$ cat config.mk
export PLATFORM = sky130hd
export DESIGN_NAME = mqtt_rx_framer_keepalive_top
export DESIGN_NICKNAME = d
export VERILOG_FILES = /design/src/design/mqttrx_pkg.sv /design/src/design/mqttrx_front.sv /design/src/design/mqttrx_fifo.sv /design/src/design/mqttrx_back.sv /design/src/design/mqtt_rx_framer_keepalive_top.sv
export SDC_FILE = /design/constraint.sdc
export NUM_CORES = 1
export LEC_CHECK = 0
export CORE_MARGIN = 2
export CORE_UTILIZATION = 50
export CTS_BUF_LIST = sky130_fd_sc_hd__clkbuf_16
export DETAILED_ROUTE_END_ITERATION = 10
export DONT_BUFFER_PORTS = 1
export PLACE_DENSITY = 0.68
export SLEW_MARGIN = 40
export SYNTH_ARGS = -nofsm -noshare
export SYNTH_HDL_FRONTEND = slang
export SYNTH_SLANG_ARGS = --single-unit
$ cat constraint.sdc
create_clock -name clk -period 6.4 [get_ports clk]
set_input_delay 0.64 -clock clk [delete_from_list [all_inputs] [get_ports clk]]
set_output_delay 0.64 -clock clk [all_outputs]
set_load 0.1 [all_outputs]
$ cat src/design/mqttrx_pkg.sv
`default_nettype none
package mqttrx_pkg;

    typedef struct packed {
        logic [1:0] cmd;
        logic [7:0] rx_byte;
    } in_item_t;

    typedef struct packed {
        logic [2:0]  kind;
        logic [7:0]  data;
        logic [15:0] packet_id;
        logic        last;
    } res_item_t;

    // one request's worth of results: optional lead result, transmit burst, closing result
    typedef struct packed {
        logic        a_vld;
        logic [2:0]  a_kind;
        logic [7:0]  a_data;
        logic [15:0] a_pid;
        logic [2:0]  tx_n;
        logic [7:0]  tx_b0;
        logic [7:0]  tx_b1;
        logic [15:0] tx_id;
        logic        b_vld;
        logic [2:0]  b_kind;
        logic [7:0]  b_data;
        logic [15:0] b_pid;
    } job_t;

    typedef enum logic [1:0] {
        PH_HDR,
        PH_LEN1,
        PH_LEN2,
        PH_BODY
    } phase_t;

    localparam logic [1:0] CMD_RX      = 2'd0;
    localparam logic [1:0] CMD_TICK    = 2'd1;
    localparam logic [1:0] CMD_RESTART = 2'd2;

    localparam logic [2:0] KIND_TOPIC     = 3'd0;
    localparam logic [2:0] KIND_PAYLOAD   = 3'd1;
    localparam logic [2:0] KIND_DONE      = 3'd2;
    localparam logic [2:0] KIND_CONNACK   = 3'd3;
    localparam logic [2:0] KIND_TX        = 3'd4;
    localparam logic [2:0] KIND_LEN_ERR   = 3'd5;
    localparam logic [2:0] KIND_MALFORMED = 3'd6;
    localparam logic [2:0] KIND_UNKNOWN   = 3'd7;

    localparam logic [3:0] TYPE_RSVD0      = 4'd0;
    localparam logic [3:0] TYPE_CONNACK    = 4'd2;
    localparam logic [3:0] TYPE_PUBLISH    = 4'd3;
    localparam logic [3:0] TYPE_PUBREC     = 4'd5;
    localparam logic [3:0] TYPE_PUBCOMP    = 4'd7;
    localparam logic [3:0] TYPE_DISCONNECT = 4'd14;
    localparam logic [3:0] TYPE_RSVD15     = 4'd15;

    localparam logic [7:0] PKT_PUBACK  = 8'h40;
    localparam logic [7:0] PKT_PUBREC  = 8'h50;
    localparam logic [7:0] PKT_PUBREL  = 8'h62;
    localparam logic [7:0] PKT_PINGREQ = 8'hC0;
    localparam logic [7:0] ACK_LEN     = 8'h02;
    localparam logic [7:0] PING_LEN    = 8'h00;

    localparam logic [2:0]  TX_PING    = 3'd2;
    localparam logic [2:0]  TX_ACK     = 3'd4;
    localparam logic [15:0] KA_DEFAULT = 16'd60;
    localparam logic [2:0]  JOB_MAX    = 3'd5;

endpackage
`default_nettype wire

$ cat src/design/mqttrx_front.sv
`default_nettype none
module mqttrx_front
    import mqttrx_pkg::*;
(
    input  wire logic        clk,
    input  wire logic        rst_n,
    input  wire logic        cfg_wr_en,
    input  wire logic [15:0] cfg_wr_data,
    input  wire logic        accept,
    input  wire in_item_t    item,
    output logic             push,
    output job_t             job
);

    phase_t      phase_reg, phase_next;
    logic [7:0]  header_reg, header_next;
    logic [13:0] rem_reg, rem_next;
    logic [13:0] body_reg, body_next;
    logic [15:0] topic_reg, topic_next;
    logic [15:0] id_reg, id_next;
    logic [31:0] now_reg, now_next;
    logic [31:0] now_inc_reg, now_inc_next;
    logic [31:0] deadline_reg, deadline_next;
    logic        conn_reg, conn_next;
    logic        dead_reg, dead_next;
    logic [15:0] ka_reg;

    logic [3:0]  hdr_type;
    logic        qos_any;
    logic [13:0] body_inc;
    logic [13:0] pub_t;
    logic        body_done;
    logic [13:0] len_short;
    logic [13:0] len_long;
    logic [7:0]  rxb;

    logic [15:0] topic_upd;
    logic [15:0] id_upd;
    logic        pa_vld;
    logic [2:0]  pa_kind;
    logic [15:0] pa_pid;
    logic        pack;

    logic        start_go;
    logic [13:0] start_len;
    logic        fin_go;
    logic [13:0] fin_body;
    logic [15:0] fin_topic;
    logic [15:0] fin_id;
    logic [17:0] fin_need;
    logic        refresh;
    logic [31:0] refresh_base;
    logic [15:0] ka_eff;

    assign rxb       = item.rx_byte;
    assign hdr_type  = header_reg[7:4];
    assign qos_any   = |header_reg[2:1];
    assign body_inc  = body_reg + 14'd1;
    assign pub_t     = body_reg - 14'd2;
    assign body_done = body_inc >= rem_reg;
    assign len_short = {7'd0, rxb[6:0]};
    assign len_long  = {rxb[6:0], rem_reg[6:0]};
    assign ka_eff    = (ka_reg == 16'd0) ? KA_DEFAULT : ka_reg;

    // next phase
    always_comb
    begin
        phase_next = phase_reg;
        if (accept)
        begin
            case (item.cmd)
                CMD_RX:
                begin
                    if (!dead_reg)
                    begin
                        case (phase_reg)
                            PH_HDR:  phase_next = PH_LEN1;
                            PH_LEN1:
                            begin
                                if (rxb[7])
                                    phase_next = PH_LEN2;
                                else if (len_short == 14'd0)
                                    phase_next = PH_HDR;
                                else
                                    phase_next = PH_BODY;
                            end
                            PH_LEN2:
                            begin
                                if (rxb[7] || len_long == 14'd0)
                                    phase_next = PH_HDR;
                                else
                                    phase_next = PH_BODY;
                            end
                            PH_BODY:
                            begin
                                if (body_done)
                                    phase_next = PH_HDR;
                            end
                            default: phase_next = PH_HDR;
                        endcase
                    end
                end
                CMD_RESTART: phase_next = PH_HDR;
                default: phase_next = phase_reg;
            endcase
        end
    end

    // body byte of a publish or pubrec
    always_comb
    begin
        topic_upd = topic_reg;
        id_upd    = id_reg;
        pa_vld    = 1'b0;
        pa_kind   = KIND_TOPIC;
        pa_pid    = 16'd0;
        pack      = 1'b0;
        case (hdr_type)
            TYPE_PUBLISH:
            begin
                if (body_reg == 14'd0)
                    topic_upd = {rxb, 8'h00};
                else if (body_reg == 14'd1)
                    topic_upd = topic_reg | {8'h00, rxb};
                else if ({2'b00, pub_t} < topic_reg)
                    pa_vld = 1'b1;
                else if (qos_any && ({3'b000, pub_t} < ({1'b0, topic_reg} + 17'd2)))
                begin
                    if ({2'b00, pub_t} == topic_reg)
                        id_upd = {rxb, 8'h00};
                    else
                    begin
                        id_upd = id_reg | {8'h00, rxb};
                        pack   = 1'b1;
                    end
                end
                else
                begin
                    pa_vld  = 1'b1;
                    pa_kind = KIND_PAYLOAD;
                    pa_pid  = id_reg;
                end
            end
            TYPE_PUBREC:
            begin
                if (body_reg == 14'd0)
                    id_upd = {rxb, id_reg[7:0]};
                else if (body_reg == 14'd1)
                    id_upd = {id_reg[15:8], rxb};
            end
            default: ;
        endcase
    end

    assign fin_need = {2'b00, fin_topic} + 18'd2 + (qos_any ? 18'd2 : 18'd0);

    // state update and result job
    always_comb
    begin
        header_next   = header_reg;
        rem_next      = rem_reg;
        body_next     = body_reg;
        topic_next    = topic_reg;
        id_next       = id_reg;
        now_next      = now_reg;
        now_inc_next  = now_inc_reg;
        deadline_next = deadline_reg;
        conn_next     = conn_reg;
        dead_next     = dead_reg;
        job           = '0;
        start_go      = 1'b0;
        start_len     = 14'd0;
        fin_go        = 1'b0;
        fin_body      = body_inc;
        fin_topic     = topic_upd;
        fin_id        = id_upd;
        refresh       = 1'b0;
        refresh_base  = now_reg;

        if (accept)
        begin
            case (item.cmd)
                CMD_RX:
                begin
                    if (!dead_reg)
                    begin
                        case (phase_reg)
                            PH_HDR: header_next = rxb;
                            PH_LEN1:
                            begin
                                if (rxb[7])
                                    rem_next = len_short;
                                else
                                begin
                                    start_go  = 1'b1;
                                    start_len = len_short;
                                end
                            end
                            PH_LEN2:
                            begin
                                if (rxb[7])
                                begin
                                    job.b_vld  = 1'b1;
                                    job.b_kind = KIND_LEN_ERR;
                                    conn_next  = 1'b0;
                                    dead_next  = 1'b1;
                                end
                                else
                                begin
                                    start_go  = 1'b1;
                                    start_len = len_long;
                                end
                            end
                            PH_BODY:
                            begin
                                body_next  = body_inc;
                                topic_next = topic_upd;
                                id_next    = id_upd;
                                job.a_vld  = pa_vld;
                                job.a_kind = pa_kind;
                                job.a_data = rxb;
                                job.a_pid  = pa_pid;
                                if (pack)
                                begin
                                    job.tx_n  = TX_ACK;
                                    job.tx_b0 = header_reg[2] ? PKT_PUBREC : PKT_PUBACK;
                                    job.tx_b1 = ACK_LEN;
                                    job.tx_id = id_upd;
                                end
                                fin_go = body_done;
                            end
                            default: ;
                        endcase
                    end
                end
                CMD_TICK:
                begin
                    now_next     = now_inc_reg;
                    now_inc_next = now_inc_reg + 32'd1;
                    refresh_base = now_inc_reg;
                    if (!dead_reg && now_inc_reg >= deadline_reg)
                    begin
                        job.tx_n  = TX_PING;
                        job.tx_b0 = PKT_PINGREQ;
                        job.tx_b1 = PING_LEN;
                    end
                end
                CMD_RESTART:
                begin
                    header_next = 8'h00;
                    rem_next    = 14'd0;
                    body_next   = 14'd0;
                    topic_next  = 16'd0;
                    id_next     = 16'd0;
                    conn_next   = 1'b0;
                    dead_next   = 1'b0;
                    refresh     = 1'b1;
                end
                default: ;
            endcase
        end

        if (start_go)
        begin
            rem_next   = start_len;
            body_next  = 14'd0;
            topic_next = 16'd0;
            id_next    = 16'd0;
            fin_go     = (start_len == 14'd0);
            fin_body   = 14'd0;
            fin_topic  = 16'd0;
            fin_id     = 16'd0;
        end

        if (fin_go)
        begin
            case (hdr_type)
                TYPE_CONNACK:
                begin
                    job.b_vld  = 1'b1;
                    job.b_kind = KIND_CONNACK;
                    conn_next  = 1'b1;
                end
                TYPE_PUBLISH:
                begin
                    job.b_vld = 1'b1;
                    if (fin_body >= 14'd2 && {4'd0, fin_body} >= fin_need)
                    begin
                        job.b_kind = KIND_DONE;
                        job.b_pid  = fin_id;
                    end
                    else
                        job.b_kind = KIND_MALFORMED;
                end
                TYPE_PUBREC:
                begin
                    job.tx_n  = TX_ACK;
                    job.tx_b0 = PKT_PUBREL;
                    job.tx_b1 = ACK_LEN;
                    job.tx_id = fin_id;
                end
                TYPE_RSVD0, TYPE_PUBCOMP, TYPE_DISCONNECT, TYPE_RSVD15:
                begin
                    job.b_vld  = 1'b1;
                    job.b_kind = KIND_UNKNOWN;
                    job.b_data = {4'd0, hdr_type};
                end
                default: ;
            endcase
        end

        if (job.tx_n != 3'd0)
            refresh = 1'b1;
        if (refresh)
            deadline_next = refresh_base + {16'd0, ka_eff};
    end

    assign push = accept && (job.a_vld || job.b_vld || job.tx_n != 3'd0);

    always_ff @(posedge clk or negedge rst_n)
    begin
        if (!rst_n)
        begin
            phase_reg    <= PH_HDR;
            header_reg   <= 8'h00;
            rem_reg      <= 14'd0;
            body_reg     <= 14'd0;
            topic_reg    <= 16'd0;
            id_reg       <= 16'd0;
            now_reg      <= 32'd1;
            now_inc_reg  <= 32'd2;
            deadline_reg <= 32'd61;
            conn_reg     <= 1'b0;
            dead_reg     <= 1'b0;
            ka_reg       <= KA_DEFAULT;
        end
        else
        begin
            phase_reg    <= phase_next;
            header_reg   <= header_next;
            rem_reg      <= rem_next;
            body_reg     <= body_next;
            topic_reg    <= topic_next;
            id_reg       <= id_next;
            now_reg      <= now_next;
            now_inc_reg  <= now_inc_next;
            deadline_reg <= deadline_next;
            conn_reg     <= conn_next;
            dead_reg     <= dead_next;
            if (cfg_wr_en)
                ka_reg <= cfg_wr_data;
        end
    end

`ifndef SYNTH
    // a dead link neither frames nor pings
    a_dead_quiet: assert property (@(posedge clk) disable iff (!rst_n)
        dead_reg |-> !push)
        else $error("result pushed on dead link");
`endif

endmodule
`default_nettype wire

$ cat src/design/mqttrx_fifo.sv
`default_nettype none
module mqttrx_fifo
    import mqttrx_pkg::*;
#(
    parameter int DEPTH = 4
)
(
    input  wire logic clk,
    input  wire logic rst_n,
    input  wire logic push,
    input  wire job_t push_job,
    input  wire logic pop,
    output job_t      head_job,
    output logic      empty,
    output logic      full
);

    localparam int AW = $clog2(DEPTH);
    localparam int CW = $clog2(DEPTH + 1);

    job_t            mem [DEPTH];
    logic [AW-1:0]   wr_ptr_reg, wr_ptr_next;
    logic [AW-1:0]   rd_ptr_reg, rd_ptr_next;
    logic [CW-1:0]   count_reg, count_next;

    assign empty    = (count_reg == '0);
    assign full     = (count_reg == CW'(DEPTH));
    assign head_job = mem[rd_ptr_reg];

    always_comb
    begin
        wr_ptr_next = wr_ptr_reg;
        rd_ptr_next = rd_ptr_reg;
        if (push)
            wr_ptr_next = (wr_ptr_reg == AW'(DEPTH - 1)) ? '0 : wr_ptr_reg + 1'b1;
        if (pop)
            rd_ptr_next = (rd_ptr_reg == AW'(DEPTH - 1)) ? '0 : rd_ptr_reg + 1'b1;
        case ({push, pop})
            2'b10:   count_next = count_reg + 1'b1;
            2'b01:   count_next = count_reg - 1'b1;
            default: count_next = count_reg;
        endcase
    end

    always_ff @(posedge clk)
    begin
        if (push)
            mem[wr_ptr_reg] <= push_job;
    end

    always_ff @(posedge clk or negedge rst_n)
    begin
        if (!rst_n)
        begin
            wr_ptr_reg <= '0;
            rd_ptr_reg <= '0;
            count_reg  <= '0;
        end
        else
        begin
            wr_ptr_reg <= wr_ptr_next;
            rd_ptr_reg <= rd_ptr_next;
            count_reg  <= count_next;
        end
    end

`ifndef SYNTH
    a_no_overflow: assert property (@(posedge clk) disable iff (!rst_n)
        !(push && full))
        else $error("push into full queue");
    a_no_underflow: assert property (@(posedge clk) disable iff (!rst_n)
        !(pop && empty))
        else $error("pop from empty queue");
`endif

endmodule
`default_nettype wire

$ cat src/design/mqttrx_back.sv
`default_nettype none
module mqttrx_back
    import mqttrx_pkg::*;
(
    input  wire logic clk,
    input  wire logic rst_n,
    input  wire job_t head_job,
    input  wire logic empty,
    output logic      pop,
    output logic      out_valid,
    input  wire logic out_stall,
    output res_item_t out_item
);

    logic [2:0] step_reg, step_next;
    logic       out_valid_reg, out_valid_next;
    res_item_t  out_item_reg;

    logic [2:0] n_a;
    logic [2:0] tx_end;
    logic [2:0] total;
    logic [1:0] tx_k;
    logic       load;
    logic       item_last;
    res_item_t  item;

    assign n_a       = {2'b00, head_job.a_vld};
    assign tx_end    = n_a + head_job.tx_n;
    assign total     = tx_end + {2'b00, head_job.b_vld};
    assign tx_k      = 2'(step_reg - n_a);
    assign item_last = (step_reg == total - 3'd1);
    assign load      = !empty && (!out_valid_reg || !out_stall);
    assign pop       = load && item_last;

    // pick the result at the current step of the head request
    always_comb
    begin
        item.last = item_last;
        if (step_reg < n_a)
        begin
            item.kind      = head_job.a_kind;
            item.data      = head_job.a_data;
            item.packet_id = head_job.a_pid;
        end
        else if (step_reg < tx_end)
        begin
            item.kind      = KIND_TX;
            item.packet_id = 16'd0;
            case (tx_k)
                2'd0:    item.data = head_job.tx_b0;
                2'd1:    item.data = head_job.tx_b1;
                2'd2:    item.data = head_job.tx_id[15:8];
                default: item.data = head_job.tx_id[7:0];
            endcase
        end
        else
        begin
            item.kind      = head_job.b_kind;
            item.data      = head_job.b_data;
            item.packet_id = head_job.b_pid;
        end
    end

    always_comb
    begin
        step_next      = step_reg;
        out_valid_next = out_valid_reg;
        if (load)
        begin
            out_valid_next = 1'b1;
            step_next      = item_last ? 3'd0 : step_reg + 3'd1;
        end
        else if (!out_stall)
            out_valid_next = 1'b0;
    end

    always_ff @(posedge clk or negedge rst_n)
    begin
        if (!rst_n)
        begin
            step_reg      <= 3'd0;
            out_valid_reg <= 1'b0;
        end
        else
        begin
            step_reg      <= step_next;
            out_valid_reg <= out_valid_next;
        end
    end

    always_ff @(posedge clk)
    begin
        if (load)
            out_item_reg <= item;
    end

    assign out_valid = out_valid_reg;
    assign out_item  = out_item_reg;

`ifndef SYNTH
    a_step_range: assert property (@(posedge clk) disable iff (!rst_n)
        !empty |-> (step_reg < total && total <= JOB_MAX))
        else $error("step outside request");
    a_pop_marks_last: assert property (@(posedge clk) disable iff (!rst_n)
        pop |=> (out_valid_reg && out_item_reg.last))
        else $error("request retired without last result");
`endif

endmodule
`default_nettype wire

$ cat src/design/mqtt_rx_framer_keepalive_top.sv
// path: a request is queued, then its results are loaded into the output register
// throughput: one request per cycle enters while the queue has room; results leave
// one per cycle through the single output register while not stalled, so a request
// causing up to 5 results holds the output until the last of them has left
// reset: async active low; framing idle, link alive and unconnected, keepalive 60,
// clock at one second with the first ping due at 61
`default_nettype none
module mqtt_rx_framer_keepalive_top
    import mqttrx_pkg::*;
#(
    parameter int QUEUE_DEPTH = 4
)
(
    input  wire logic        clk,
    input  wire logic        rst_n,
    input  wire logic        cfg_wr_en,
    input  wire logic [15:0] cfg_wr_data,
    input  wire logic        in_valid,
    output logic             in_stall,
    input  wire in_item_t    in_item,
    output logic             out_valid,
    input  wire logic        out_stall,
    output res_item_t        out_item
);

    logic accept;
    logic push;
    logic pop;
    logic empty;
    logic full;
    job_t push_job;
    job_t head_job;

    assign in_stall = full;
    assign accept   = in_valid && !full;

    mqttrx_front u_front (
        .clk         (clk),
        .rst_n       (rst_n),
        .cfg_wr_en   (cfg_wr_en),
        .cfg_wr_data (cfg_wr_data),
        .accept      (accept),
        .item        (in_item),
        .push        (push),
        .job         (push_job)
    );

    mqttrx_fifo #(
        .DEPTH (QUEUE_DEPTH)
    ) u_fifo (
        .clk      (clk),
        .rst_n    (rst_n),
        .push     (push),
        .push_job (push_job),
        .pop      (pop),
        .head_job (head_job),
        .empty    (empty),
        .full     (full)
    );

    mqttrx_back u_back (
        .clk       (clk),
        .rst_n     (rst_n),
        .head_job  (head_job),
        .empty     (empty),
        .pop       (pop),
        .out_valid (out_valid),
        .out_stall (out_stall),
        .out_item  (out_item)
    );

endmodule
`default_nettype wire
# Word level (Yosys, flattened, before mapping)
# Memory sizes are Yosys's and may differ from the RTL's.
# Cells that the tools add are included.
word_totals:
  register_bits: 222
  ramBits: 364
  inputBits: 31
  out_inout_bits: 30
  elab_cells: 238
  memories: 1
op_classes:
  add_sub_neg: 16
  magnitude_cmp: 8
  eq_ne: 29
  muxes: 122
  bitwise_logic: 2
  n_reduce_logical: 40
mem_list:
  columns: ["memory", "words", "word_bits", "read_ports", "rd_ports_with_merged_regs", "wr", "line_no", "rtl"]
  rows:
  - ["u_fifo.mem", 4, 91, 1, 0, 1, "mqttrx_fifo.sv:21", "job_t mem [DEPTH];"]
ops:
  columns: ["op", "n"]
  rows:
  - ["16-bit 2-to-1 mux", 27]
  - ["14-bit 2-to-1 mux", 14]
  - ["67-bit 2-to-1 mux", 2]
  - ["63-bit 2-to-1 mux", 2]
  - ["16-bit case mux with 2 select lines", 3]
  - ["14-bit case mux with 2 select lines", 3]
  - ["35-bit 2-to-1 mux", 2]
  - ["32-bit 2-to-1 mux", 2]
  - ["14-bit logical NOT", 4]
  - ["27-bit 2-to-1 mux", 2]
  - ["19-bit case mux with 2 select lines", 1]
  - ["16-bit by 2-bit adder with 17-bit output (second input constant)", 2]
  - ["32-bit by 1-bit adder with 32-bit output (second input constant)", 1]
  - ["32-bit by 16-bit adder with 32-bit output", 1]
  - ["32-bit greater-or-equal comparator", 1]
  - ["1-bit 2-to-1 mux", 32]
  - ["16-bit by 8-bit OR with 16-bit output", 2]
  - ["28-bit 2-to-1 mux", 1]
  - ["8-bit 2-to-1 mux", 3]
  - ["8-bit case mux with 3 select lines", 1]
  - ["20-bit 2-to-1 mux", 1]
  - ["18-bit adder", 1]
  - ["14-bit by 18-bit greater-or-equal comparator with 1-bit output", 1]
  - ["18-bit 2-to-1 mux", 1]
  - ["other kinds (52)", 107]

# Longest topological paths before layout
# Gate-level depths: netlist (run 1).
logic_depth:
  ltp_word: 20
  depth_mapped: 26

# Cells and area by module
# A second synthesis (run 1) with hierarchy kept.
hier_totals:
  hier_cells: 2209
  hier_area_um2: 28638.7
by_module_without_submodules:
  columns: ["mod", "n_inst", "cells_per_inst", "area_each_um2", "seq_area_each_um2"]
  rows:
  - ["mqttrx_fifo", 1, 513, 13549.2, 11105.7]
  - ["mqttrx_front", 1, 1517, 13123.8, 4543.1]
  - ["mqttrx_back", 1, 178, 1951.9, 940.9]
  - ["mqtt_rx_framer_keepalive_top", 1, 1, 13.8, 0.0]

# Worst setup path before layout (run 1)
# OpenSTA, ideal clock, no wires.
synth_path:
  path_kind: "flip-flop to flip-flop"
  from: "register u_front.body_reg[3]"
  to: "memory u_fifo.mem[0][0] in the netlist's numbering (enable)"
  arrival_ns: 5.628
  required_time_ns: 5.963
  slack_ns: 0.335
  path_stages_with_launch: 19
  path_buffers: 3
  cell_sequence: "dfrtp_1 clkbuf_1 nor3_1 nand2_1 or3_1 nor3_1 xor2_1 ha_1 nand3_1 or3_1 or2_2 o41ai_1 a211oi_1 nor4b_1 or3_1 clkbuf_1 or3_1 clkbuf_1 and2_1"
synth_between:
  elab_chain_len: 20
  elab_cells_between_ends: 39
  cone_classes: "2 x add/sub; 3 x order compare; 2 x eq/ne; 26 x mux; 6 x reduce/logical"
synth_lines:
  columns: ["item", "line_no", "rtl"]
  rows:
  - ["start, declared", "mqttrx_front.sv:18", "logic [13:0] body_reg, body_next;"]
  - ["start signal, assigned", "mqttrx_front.sv:342", "body_reg <= body_next;"]
  - ["14-bit by 2-bit subtractor with 14-bit output", "mqttrx_front.sv:59", "assign pub_t = body_reg - 14'd2;"]
  - ["14-bit by 17-bit < comparator with 1-bit output or 14-bit by 16-bit equality test with 1-bit output (tied branches)", "mqttrx_front.sv:127, mqttrx_front.sv:129", null]
  - ["1-bit logical AND or 1-bit 2-to-1 mux (tied branches)", "mqttrx_front.sv:127, mqttrx_front.sv:129", null]
  - ["1-bit 2-to-1 mux", "mqttrx_front.sv:127", "else if (qos_any && ({3'b000, pub_t} < ({1'b0, topic_reg} + 17'd2)))"]
  - ["1-bit 2-to-1 mux", "mqttrx_front.sv:125", "else if ({2'b00, pub_t} < topic_reg)"]
  - ["1-bit 2-to-1 mux", "mqttrx_front.sv:123", "else if (body_reg == 14'd1)"]
  - ["1-bit 2-to-1 mux", "mqttrx_front.sv:121", "if (body_reg == 14'd0)"]
  - ["1-bit 2-to-1 mux", "mqttrx_front.sv:118", "case (hdr_type)"]
  - ["[... 4 more ...]", null, null]
  - ["67-bit 2-to-1 mux", "mqttrx_front.sv:180", "if (accept)"]
  - ["35-bit 2-to-1 mux", "mqttrx_front.sv:277", "case (hdr_type)"]
  - ["63-bit 2-to-1 mux", "mqttrx_front.sv:275", "if (fin_go)"]
  - ["3-bit nonzero test", "mqttrx_front.sv:318", "assign push = accept && (job.a_vld || job.b_vld || job.tx_n != 3'd0);"]
  - ["1-bit logical OR *", "mqttrx_front.sv:318", null]
  - ["1-bit logical AND *", "mqttrx_front.sv:318", null]
  - ["1-bit 2-to-1 mux *", "mqttrx_fifo.sv:47", "if (push)"]
  - ["1-bit 2-to-1 mux (not written as such) *", "mqttrx_fifo.sv:48", "mem[wr_ptr_reg] <= push_job;"]
  - ["end, declared", "mqttrx_fifo.sv:21", null]
# Every way passes the cells marked *; elsewhere a longest branch is shown, timed or not.

# Final worst setup path (run 1)
layout_path:
  from: "register u_front.body_reg[2]"
  to: "register u_fifo.count_reg[2]"
layout_between:
  elab_chain_len: 20
  elab_cells_between_ends: 41
  cone_classes: "2 x add/sub; 3 x order compare; 4 x eq/ne; 25 x mux; 7 x reduce/logical"
layout_lines:
  columns: ["item", "line_no", "rtl"]
  rows:
  - ["14-bit by 2-bit subtractor with 14-bit output", "mqttrx_front.sv:59", null]
  - ["14-bit by 17-bit < comparator with 1-bit output or 14-bit by 16-bit equality test with 1-bit output (tied branches)", "mqttrx_front.sv:127, mqttrx_front.sv:129", null]
  - ["1-bit logical AND or 1-bit 2-to-1 mux (tied branches)", "mqttrx_front.sv:127, mqttrx_front.sv:129", null]
  - ["1-bit 2-to-1 mux", "mqttrx_front.sv:127", null]
  - ["1-bit 2-to-1 mux", "mqttrx_front.sv:125", null]
  - ["1-bit 2-to-1 mux", "mqttrx_front.sv:123", null]
  - ["1-bit 2-to-1 mux", "mqttrx_front.sv:121", null]
  - ["1-bit 2-to-1 mux", "mqttrx_front.sv:118", null]
  - ["[... 4 more ...]", null, null]
  - ["67-bit 2-to-1 mux", "mqttrx_front.sv:180", null]
  - ["35-bit 2-to-1 mux", "mqttrx_front.sv:277", null]
  - ["63-bit 2-to-1 mux", "mqttrx_front.sv:275", null]
  - ["3-bit nonzero test", "mqttrx_front.sv:318", null]
  - ["1-bit logical OR *", "mqttrx_front.sv:318", null]
  - ["1-bit logical AND *", "mqttrx_front.sv:318", null]
  - ["2-bit by 1-bit equality test with 1-bit output or 2-bit equality test (tied branches)", "mqttrx_fifo.sv:38", "case ({push, pop})"]
  - ["3-bit case mux with 2 select lines or 2-bit nonzero test (tied branches)", null, null]
  - ["end signal, assigned", "mqttrx_fifo.sv:63", "count_reg <= count_next;"]
  - ["end, declared", "mqttrx_fifo.sv:24", "logic [CW-1:0] count_reg, count_next;"]
# Marked as above.
# A chain may end at the register's enable or synchronous reset.

==> results.yml, run 1 <==
run_status:
  status: "complete, no violations"
grt:
  grt_pass1_vias: 17130
  track_usage_pct: 22.92
  antenna_found_initial: 1
  grt_pass1_wl_mm: 95.86
  grt_max_degree: 193
  grt-ovfl-total: 0
critical_path:
  cp_max_fo: 10
  cp_num_cells: 22
  crit_required_ns: 6.92
  reg2regPathDepth: 22
  slowest_delay_ns: 0.59
  crit_chain: "ha_1, nand2_1, nor2_1, and3_1, xnor2_1, inv_1, ha_1, a21o_1, a21o_1, a21oi_1, o21ai_0, a211oi_2, nor2_1, or3_1, or3_1, inv_1, ha_1, inv_1, fa_1, xor2_1, nor2_1, xor2_1"
  endpoint: "u_fifo.count_reg[2]$_DFFE_PN0P_"
  cp_data_arrival_time_ns: 6.31
  crit_path_end_kind: "flop"
  r2r_slack_ns: 0.61
  critical_path_class: "flop to flop"
  reg2reg_to: "u_fifo.count_reg[2]$_DFFE_PN0P_"
  crit_slowest_cell: "a211oi_2"
  critPathLaunchType: "flop"
  timing.rr.start: "u_front.body_reg[2]$_DFFE_PN0P_"
  worst-path-buf-inv: 3
  worstSetupStartpoint: "u_front.body_reg[2]$_DFFE_PN0P_"
  crit_family: "simple AND/OR/NAND/NOR gates"
die:
  die_area_mm2: 0.05325
  die_w_um: 230.8
  num_rows: 83
  coreArea_mm2: 0.05109
  die_h_um: 230.8
  io_pins: 61
  initial_core_util_pct: 50.32
synth:
  synth_seq_cells: 504
  synth_area_mm2: 0.02571
  postSynthAreaPerCell_um2: 11.89
  synth-adder-area-share_pct: 6.433
  syn_nets: 2324
  synthArstFlopShare_pct: 38.10
  synth_compound_area_share_pct: 9.504
  synth_cells: 2162
  ys.flop_type: "edfxtp_1"
  synth_edf_count: 312
  yosys.area_share.simple_pct: 12.84
  synth_top_family_by_area: "simple AND/OR/NAND/NOR gates"
  synthXorXnorAreaFrac_pct: 3.952
  yosysWarnings: 0
  muxShareOfSynthArea_pct: 8.438
  seq_area_frac_synth_pct: 55.18
  synth.distinct_cells: 90
timing:
  tightest_slew_ns: 0.9012
  min_period_ns: 5.787
  skew_ns: 0.02160
  final-hold-violation-count: 0
  post-route-period-util_pct: 90.43
  max_freq_mhz: 172.8
  maxSlewViolCount: 0
  rsz0062_at_grt: "false"
  setup_violations: 0
  final.setup.tns_ns: 0
  slew_headroom_pct: 40.04
route:
  routed_via_density: 5.862
  routedWlPerCell_um: 20.88
  drc: 0
  drt_wl_total_mm: 60.10
  drt_iter0_drc: 1509
  ant_nets: 0
  vias: 16870
  dr.pass1.iters: 5
clocking:
  cts_buffers: 51
  cts_tree: "yes"
  root_buffer: "clkbuf_16"
  cts.sinks: 504
  path_clk_slew_ns: 0.07
  cts_buffer_depth: 3
  clock_latency_ns: 0.61
  h-tree-depth: 2
power:
  p_per_area_mw_per_mm2: 345.1
  p_total_mw: 9.796
  irDropWorstVdd_mv: 0.2534
  p_leak_nw: 10.85
cells_and_area:
  antenna_cells: 0
  final_common_cell: "edfxtp_1"
  layout_common_cells: "312 x edfxtp_1, 256 x nand2_1, 178 x dfrtp_1"
  area_growth_pct: 10.39
  post-route-util_pct: 55.55
  largest_reg_flops: 284
  drive_gt1_share_pct: 12.78
  fin_cells: 2878
  nets: 2317
  top_register: "u_fifo.mem"
placed_design:
  port_buffers: 0
  gp_congestion: 0.9257
  dp_hpwl_mm: 40.87
  placed_cells: 2777
hold_path:
  hold_path_class: "primary input to flop"
  hp-start: "cfg_wr_en"
job:
  maxCapViolCount: 0
-- cells in the mapped netlist (39+ instances only) --
master    instances  share of area, %
dfrtp_1         181                18
xnor2_1          86               2.9
nand2_1         256               3.7
nand3_1          53               1.0
nor2_1          144               2.1
a21oi_1          74               1.4
clkbuf_1         80               1.2
inv_1           128               1.9
edfxtp_1        312                36
and2_1           39              0.95
nor3_1           43              0.84
o21ai_0         117               2.3
ha_1            129               6.3
mux4_2           71               6.2
-- metrics by stage --
| stage | cell area, um^2 | hold slack, ns | setup WS [ns] |
|---|---|---|---|
| after global routing | 28380 | 0.1177 | 0.1440 |
| final | 28380 | 0.1274 | 0.6127 |
| after detailed placement | 26580 | 0.3468 | 0.4598 |
| after global placement | 26530 | 0.3478 | 0.5712 |
| after floorplan | 25710 | 0.3444 | 0.3349 |
| after CTS | 28250 | 0.09629 | 0.4234 |
-- worst register-to-register path, cell delays in order (launching register included) --
cell	delay, ns
dfrtp_1	0.54
ha_1	0.24
nand2_1	0.10
nor2_1	0.34
and3_1	0.22
xnor2_1	0.19
inv_1	0.16
ha_1	0.34
a21o_1	0.19
a21o_1	0.17
a21oi_1	0.15
o21ai_0	0.13
a211oi_2	0.59
nor2_1	0.26
or3_1	0.41
or3_1	0.52
inv_1	0.10
ha_1	0.19
inv_1	0.07
fa_1	0.38
xor2_1	0.15
nor2_1	0.11
xor2_1	0.15
-- repair_timing --
item / 4_1_cts / 5_1_grt
resized for setup: 0 / 10
hold endpoints to repair: 192 / 24
endpoints found under the setup margin: 0 / 64
hold buffers: 1 / 1
buffers inserted: 0 / 1
-- worst min-delay path by stage --
stage	depth (start not counted)	end	slack, ns
floorplan	0	u_back.out_valid$_DFFE_PN0P_	0.34
global placement	0	u_front.ka_reg[6]$_DFFE_PN0P_	0.35
detailed placement	0	u_front.ka_reg[6]$_DFFE_PN0P_	0.35
CTS	1	u_front.ka_reg[1]$_DFFE_PN0P_	0.1
global route	1	u_front.rem_reg[5]$_DFFE_PN0P_	0.12
finish	1	u_front.ka_reg[1]$_DFFE_PN0P_	0.13
-- report_power, final --
part           switching [mW]  internal [mW]
Combinational            1.42          0.957
Clock                    1.31           1.59
Sequential              0.697           3.82
Total                    3.43           6.37
-- area by class of cell --
class                           instances  area (um^2)
Fill cell                            4201        22710
Clock buffer                           51         1276
Sequential cell                       504        14190
Clock inverter                         45        366.6
Multi-Input combinational cell       1422        10690
Timing Repair Buffer                   48        526.8
Inverter                              128        480.5
Tap cell                              680        850.8
-- cells by family (layout without fill, tap and decap cells) --
kind of cell,count (synthesis),count (layout)
XOR/XNOR,116,116
flip-flops,504,504
multiplexers,125,125
buffers and inverters,236,272
AO/OA/AOI/OAI,367,367
adder cells (fa/ha/maj),131,131
AND/OR/NAND/NOR,683,683
-- metal layers --
layer	track usage, %	routed length [um]	vias to the layer above
met5	0	0	-
met4	6.976	1732	0
met3	3.693	3358	111
met2	38.56	29130	526
met1	30.66	25880	8380
li1	-	-	7855
(Power assumes the default switching activity.)
==> inputs of run 2 (changes only) <==
- CORE_ASPECT_RATIO: unset -> 0.7
- SYNTH_HIERARCHICAL: unset -> 1
==> run 2 against run 1 <==
Core utilization down 0.19 points. Critical path type unchanged. Sequential share of layout area increased by 2.9 points. Clock skew shrank 0.0057 ns. Count of clock-buffer cells in the layout grew 3. Critical path depth fell by 7. Largest power group unchanged. Cell area rose by 11%. Highest routed layer is now met5.
==> results.yml, run 2 <==
run_status:
  status: "complete, no violations"
cells_and_area:
  drive_gt1_share_pct: 13.46
  layout_common_cells: "392 x edfxtp_1, 228 x nand2_1, 178 x dfrtp_1"
  top_register: "u_fifo/mem"
  largest_reg_flops: 364
  antenna_cells: 0
  area_growth_pct: 9.638
  nets: 2372
  final_common_cell: "edfxtp_1"
synth:
  synth.area.top_cells: "edfxtp_1 41%, dfrtp_1 16%, mux4_2 7.3%"
  synth_common_cells: "392 x edfxtp_1, 229 x nand2_1, 181 x dfrtp_1"
  seq_area_frac_synth_pct: 57.93
  yosysWarnings: 6
  synthArstFlopShare_pct: 32.88
  postSynthAreaPerCell_um2: 12.96
  synth.distinct_cells: 77
  synth_most_common_cell: "edfxtp_1"
  ys.flop_type: "edfxtp_1"
  synth_top_area_share_pct: 41.10
  synth_edf_count: 392
  synth_area_mm2: 0.02864
  yosysTopAreaCell: "edfxtp_1"
  synth_cells: 2209
  synth_seq_cells: 584
hold_path:
  min_path_cells: 1
  hold_path_class: "primary input to flop"
  hp-start: "cfg_wr_en"
  worst_hold_path.endpoint: "u_front/ka_reg[1]$_DFFE_PN0P_"
placed_design:
  gp_congestion: 0.9445
  port_buffers: 0
  dp_hpwl_mm: 45.83
grt:
  grt_pass1_vias: 17860
  grt_pass1_wl_mm: 106.8
  antenna_found_initial: 1
  track_usage_pct: 23.42
  grt-ovfl-total: 0
  grt_max_degree: 193
critical_path:
  cp_max_fo: 33
  reg2regPathDepth: 15
  crit_chain: "or4_4, nand3b_1, nor3_1, xor2_1, ha_1, a21o_1, a21oi_1, o21ai_0, o32ai_1, o211ai_1, or3_1, nand2_1, or4_1, and2_4, buf_12"
  timing.rr.start: "u_front/body_reg[5]$_DFFE_PN0P_"
  critPathLaunchType: "flop"
  crit_path_end_kind: "flop"
  r2r_slack_ns: 0.48
  worst-path-buf-inv: 1
  reg2reg_to: "u_fifo/mem[0][55]$_DFFE_PP_"
  crit_required_ns: 6.69
  cp_data_arrival_time_ns: 6.21
  crit_slowest_cell: "o32ai_1"
  critical_path_class: "flop to flop"
  slowest_delay_ns: 0.71
  crit_family: "simple AND/OR/NAND/NOR gates"
route:
  dr.pass1.iters: 6
  drc: 0
  drt_wl_total_mm: 68.23
  ant_nets: 0
  routed_via_density: 5.990
  routedWlPerCell_um: 22.74
  vias: 17980
  drt_iter0_drc: 1893
clocking:
  cts.sinks: 584
  h-tree-depth: 2
  cts_setup_buffers: 0
  clock_latency_ns: 0.61
  root_buffer: "clkbuf_16"
  path_clk_slew_ns: 0.06
  cts_tree: "yes"
  cts_buffers: 54
  cts_buffer_depth: 3
die:
  die_w_um: 290.1
  num_rows: 73
  die_area_mm2: 0.05924
  initial_core_util_pct: 50.49
  io_pins: 61
  die_h_um: 204.2
  coreArea_mm2: 0.05672
power:
  p_leak_nw: 12.53
  irDropWorstVdd_mv: 0.2276
  p_total_mw: 12.65
  p_per_area_mw_per_mm2: 403.0
timing:
  min_period_ns: 5.923
  skew_ns: 0.01590
  slew_headroom_pct: 40.17
  maxSlewViolCount: 0
  final.setup.tns_ns: 0
  final-hold-violation-count: 0
  rsz0062_at_grt: "false"
  setup_violations: 0
  tightest_slew_ns: 0.8993
  post-route-period-util_pct: 92.54
  max_freq_mhz: 168.8
job:
  maxCapViolCount: 0
## run 2: changes by cell type after synthesis, moves of 13 or more
cell      change
nand2_1      -27
mux4_2       +22
edfxtp_1     +80
xnor2_1      -13
o21ai_0      -22
nor3_1       -16
mux2i_1      +19
buf_4        +22
nor2_1       -20
## run 2: final cells by class
class / instances / area [um^2]
fillers: 4575 / 25320
flip-flops and latches: 584 / 16600
multi-input cells: 1397 / 11080
clock buffers: 54 / 1351
well taps: 750 / 938.4
repair buffers: 51 / 641.9
inverters: 119 / 446.7
clock inverters: 46 / 346.6
## run 2: how the worst max path moves through the flow
stage                                          from                              end  slack, ns  cells past startpoint
floorplan           u_fifo/count_reg[0]$_DFFE_PN0P_       u_fifo/mem[0][0]$_DFFE_PP_       0.09                     12
global placement    u_front/body_reg[5]$_DFFE_PN0P_       u_fifo/mem[0][0]$_DFFE_PP_       0.60                     18
detailed placement  u_front/body_reg[2]$_DFFE_PN0P_  u_fifo/count_reg[2]$_DFFE_PN0P_       0.43                     21
CTS                 u_front/body_reg[2]$_DFFE_PN0P_  u_fifo/count_reg[2]$_DFFE_PN0P_       0.40                     21
global route        u_front/body_reg[2]$_DFFE_PN0P_  u_fifo/count_reg[2]$_DFFE_PN0P_       0.03                     21
finish              u_front/body_reg[5]$_DFFE_PN0P_      u_fifo/mem[0][55]$_DFFE_PP_       0.48                     15
## run 2: metrics by stage
| stage | std cells | area (um^2) | util [%] | worst slack, ns | hold slack [ns] |
|---|---|---|---|---|---|
| 6_report | 3001 | 31400 | 55.36 | 0.4774 | 0.1364 |
| 5_1_grt | 3001 | 31400 | 55.36 | 0.02795 | 0.1080 |
| 4_1_cts | 2996 | 31270 | 55.13 | 0.3999 | 0.09345 |
| 3_5_place_dp | 2895 | 29540 | 52.08 | 0.4347 | 0.3709 |
| 3_3_place_gp | 2891 | 29430 | 51.88 | 0.6036 | 0.3705 |
| 2_1_floorplan | 2225 | 28700 | - | 0.08718 | 0.3444 |
## run 2: worst reg2reg max path: stages (launching register included)
cell      delay, ns
dfrtp_1        0.48
or4_4          0.60
nand3b_1       0.22
nor3_1         0.25
xor2_1         0.37
ha_1           0.32
a21o_1         0.18
a21oi_1        0.13
o21ai_0        0.10
o32ai_1        0.71
o211ai_1       0.28
or3_1          0.49
nand2_1        0.29
or4_1          0.29
and2_4         0.56
buf_12         0.31
## run 2: kinds of logic after synthesis
| family | share of synthesized area, % |
|---|---|
| other cells | 0.01309 |
| mux | 10.64 |
| simple gates | 10.66 |
| fa+ha+maj | 5.907 |
| compound gates | 7.480 |
| buf+inv | 3.858 |
| flops | 57.93 |
| xor+xnor | 3.521 |
## run 2: routing by layer
layer  share of wire, %  up-vias  track usage, %
met5              0.018        -               0
met4                2.1        2           6.194
met3                8.5      101           4.513
met2                 43      700           33.88
met1                 47     9028           36.20
li1                   -     8145               -
## run 2: where the power goes
| group | switching [mW] | internal (mW) | leakage [nW] |
|---|---|---|---|
| combinational | 2.38 | 1.67 | 5.24 |
| clock | 1.40 | 1.73 | 0.882 |
| sequential | 0.931 | 4.54 | 6.41 |
| total | 4.71 | 7.94 | 12.5 |
## run 2: repair_timing
| item | 4_1_cts | 5_1_grt |
|---|---|---|
| gates resized for setup | 0 | 0 |
| hold buffers | 1 | 1 |
| endpoints found under the hold margin | 192 | 12 |
==> inputs of run 3 (changes only) <==
- SYNTH_HIERARCHICAL: 1 -> unset
==> run 3 against run 2 <==
Sequential share of layout area shrank 3.0 points. Non-clock buffer count shrank 2. Count of clock-buffer cells in the layout shrank 3. First-iteration DRC count shrank 22%. Critical endpoint is now u_fifo.mem[1][6]$_DFFE_PP_. Sequential power shrank 18%.
==> results.yml, run 3 (same netlist as run 1, synthesis figures left out) <==
cells_and_area:
  drive_gt1_share_pct: 12.70
  area_growth_pct: 10.76
  antenna_cells: 0
  final_common_cell: "edfxtp_1"
  nets: 2317
  fill_cells: 4182
  largest_reg_flops: 284
  layout_common_cells: "312 x edfxtp_1, 256 x nand2_1, 178 x dfrtp_1"
  top_register: "u_fifo.mem"
  fin_cells: 2871
route:
  routedWlPerCell_um: 21.82
  vias: 17130
  drt_iter0_drc: 1483
  drt_wl_total_mm: 62.64
  routed_via_density: 5.967
  ant_nets: 0
  drc: 0
  dr.pass1.iters: 5
placed_design:
  placed_cells: 2771
  port_buffers: 0
  gp_congestion: 0.9588
  place_ws_ns: 0.4787
  dp_hpwl_mm: 42.17
clocking:
  path_clk_slew_ns: 0.06
  cts.sinks: 504
  cts_buffers: 50
  clock_latency_ns: 0.60
  h-tree-depth: 2
  cts_tree: "yes"
  root_buffer: "clkbuf_16"
  cts_buffer_depth: 3
critical_path:
  timing.rr.start: "u_front.body_reg[7]$_DFFE_PN0P_"
  critPathLaunchType: "flop"
  cp_data_arrival_time_ns: 6.28
  cp_max_fo: 10
  reg2regPathDepth: 20
  crit_path_end_kind: "flop"
  critical_path_class: "flop to flop"
  crit_required_ns: 6.74
  reg2reg_to: "u_fifo.mem[1][6]$_DFFE_PP_"
  r2r_slack_ns: 0.47
timing:
  slew_headroom_pct: 39.63
  maxSlewViolCount: 0
  min_period_ns: 5.932
  tightest_slew_ns: 0.9075
  setup_violations: 0
  final-hold-violation-count: 0
  max_freq_mhz: 168.6
  fin_ws_ns: 0.4680
  post-route-period-util_pct: 92.69
  skew_ns: 0.02109
  rsz0062_at_grt: "true"
grt:
  grt_pass1_vias: 16940
  grt-ovfl-total: 0
  grt_max_degree: 193
  track_usage_pct: 23.67
  antenna_found_initial: 2
  grt_pass1_wl_mm: 97.86
die:
  die_h_um: 193.7
  num_rows: 69
  initial_core_util_pct: 50.65
  coreArea_mm2: 0.05076
  die_area_mm2: 0.05328
  die_w_um: 275.0
  io_pins: 61
hold_path:
  min_path_cells: 1
  hp-start: "cfg_wr_en"
  worst_hold_path.endpoint: "u_front.ka_reg[1]$_DFFE_PN0P_"
  hold_path_class: "primary input to flop"
power:
  p_leak_nw: 10.94
  p_per_area_mw_per_mm2: 353.8
  irDropWorstVdd_mv: 0.3275
job:
  maxCapViolCount: 0
run_status:
  status: "complete, no violations"
## run 3: cell count changes in the layout (fill, tap and decap cells not counted), sizes merged, moves of 13 or more
cell	before	now
xnor2	73	86
mux2i	49	30
edfxtp	392	312
o21ai	97	118
conb	17	0
nand2	229	256
nor3	27	46
mux4	99	71
## run 3: worst max path at each step
| stage | from | end | slack [ns] | depth (start not counted) |
|---|---|---|---|---|
| finish | u_front.body_reg[7]$_DFFE_PN0P_ | u_fifo.mem[1][6]$_DFFE_PP_ | 0.47 | 20 |
| CTS | u_front.body_reg[7]$_DFFE_PN0P_ | u_fifo.mem[1][6]$_DFFE_PP_ | 0.48 | 20 |
| detailed placement | u_front.body_reg[7]$_DFFE_PN0P_ | u_fifo.mem[1][6]$_DFFE_PP_ | 0.48 | 20 |
| global placement | u_front.body_reg[3]$_DFFE_PN0P_ | u_fifo.mem[1][69]$_DFFE_PP_ | 0.74 | 16 |
| global route | u_front.body_reg[7]$_DFFE_PN0P_ | u_fifo.mem[3][2]$_DFFE_PP_ | -0.02 | 20 |
| floorplan | u_front.body_reg[3]$_DFFE_PN0P_ | u_fifo.mem[0][0]$_DFFE_PP_ | 0.33 | 18 |
## run 3: cell type report
cell class / count / area, um^2 / share of cell area, %
Clock buffer: 51 / 1276 / 4.481
Clock inverter: 43 / 424.2 / 1.489
Inverter: 128 / 480.5 / 1.687
Tap cell: 674 / 843.3 / 2.961
Multi-Input combinational cell: 1422 / 10670 / 37.47
Sequential cell: 504 / 14190 / 49.84
Timing Repair Buffer: 49 / 590.6 / 2.074
## run 3: report_power, final
group | internal [mW] | total, mW | switching [mW]
registers | 3.82 | 4.50 | 0.679
clock network | 1.75 | 3.04 | 1.29
logic | 1.01 | 2.54 | 1.53
total | 6.57 | 10.1 | 3.51
## run 3: metrics by stage
| step | hold slack [ns] | utilization [%] | setup TNS, ns | total power, mW | area [um^2] |
|---|---|---|---|---|---|
| finish | 0.1543 | 56.10 | 0 | 10.08 | 28480 |
| global route | 0.1360 | 56.10 | -0.1824 | 10.58 | 28480 |
| CTS | 0.1242 | 55.80 | 0 | 10.09 | 28330 |
| detailed placement | 0.3486 | 52.40 | 0 | 7.016 | 26600 |
| global placement | 0.3504 | 52.22 | 0 | 6.900 | 26510 |
| floorplan | 0.3444 | - | 0 | 6.243 | 25710 |
## run 3: worst max-delay path, cell delays in order (launching register included)
cell,delay [ns]
dfrtp_1,0.51
nor4_4,0.35
and3_2,0.37
a41oi_4,0.17
nor3_1,0.33
ha_1,0.31
nand3_4,0.14
a2111oi_1,0.43
o32ai_2,0.23
nor3_1,0.30
and3_1,0.20
o21ai_0,0.11
xor2_1,0.20
ha_1,0.31
nand3_1,0.10
a211oi_1,0.19
a21boi_0,0.18
o21ai_0,0.17
a211oi_4,0.28
o2111ai_4,0.31
nor3_1,0.49
## run 3: metal layers
metal | vias up | part of all wire, % | global-route usage [%]
met5 | - | 0 | 0
met4 | 0 | 2.1 | 6.066
met3 | 84 | 8.6 | 5.833
met2 | 666 | 45 | 35.99
met1 | 8518 | 44 | 34.18
li1 | 7862 | - | -
## run 3: what timing repair did
action	CTS	global route
hold buffers	1	1
setup buffers	0	0
endpoints found under the setup margin	0	64
hold endpoints to repair	192	19
resized for setup	0	2
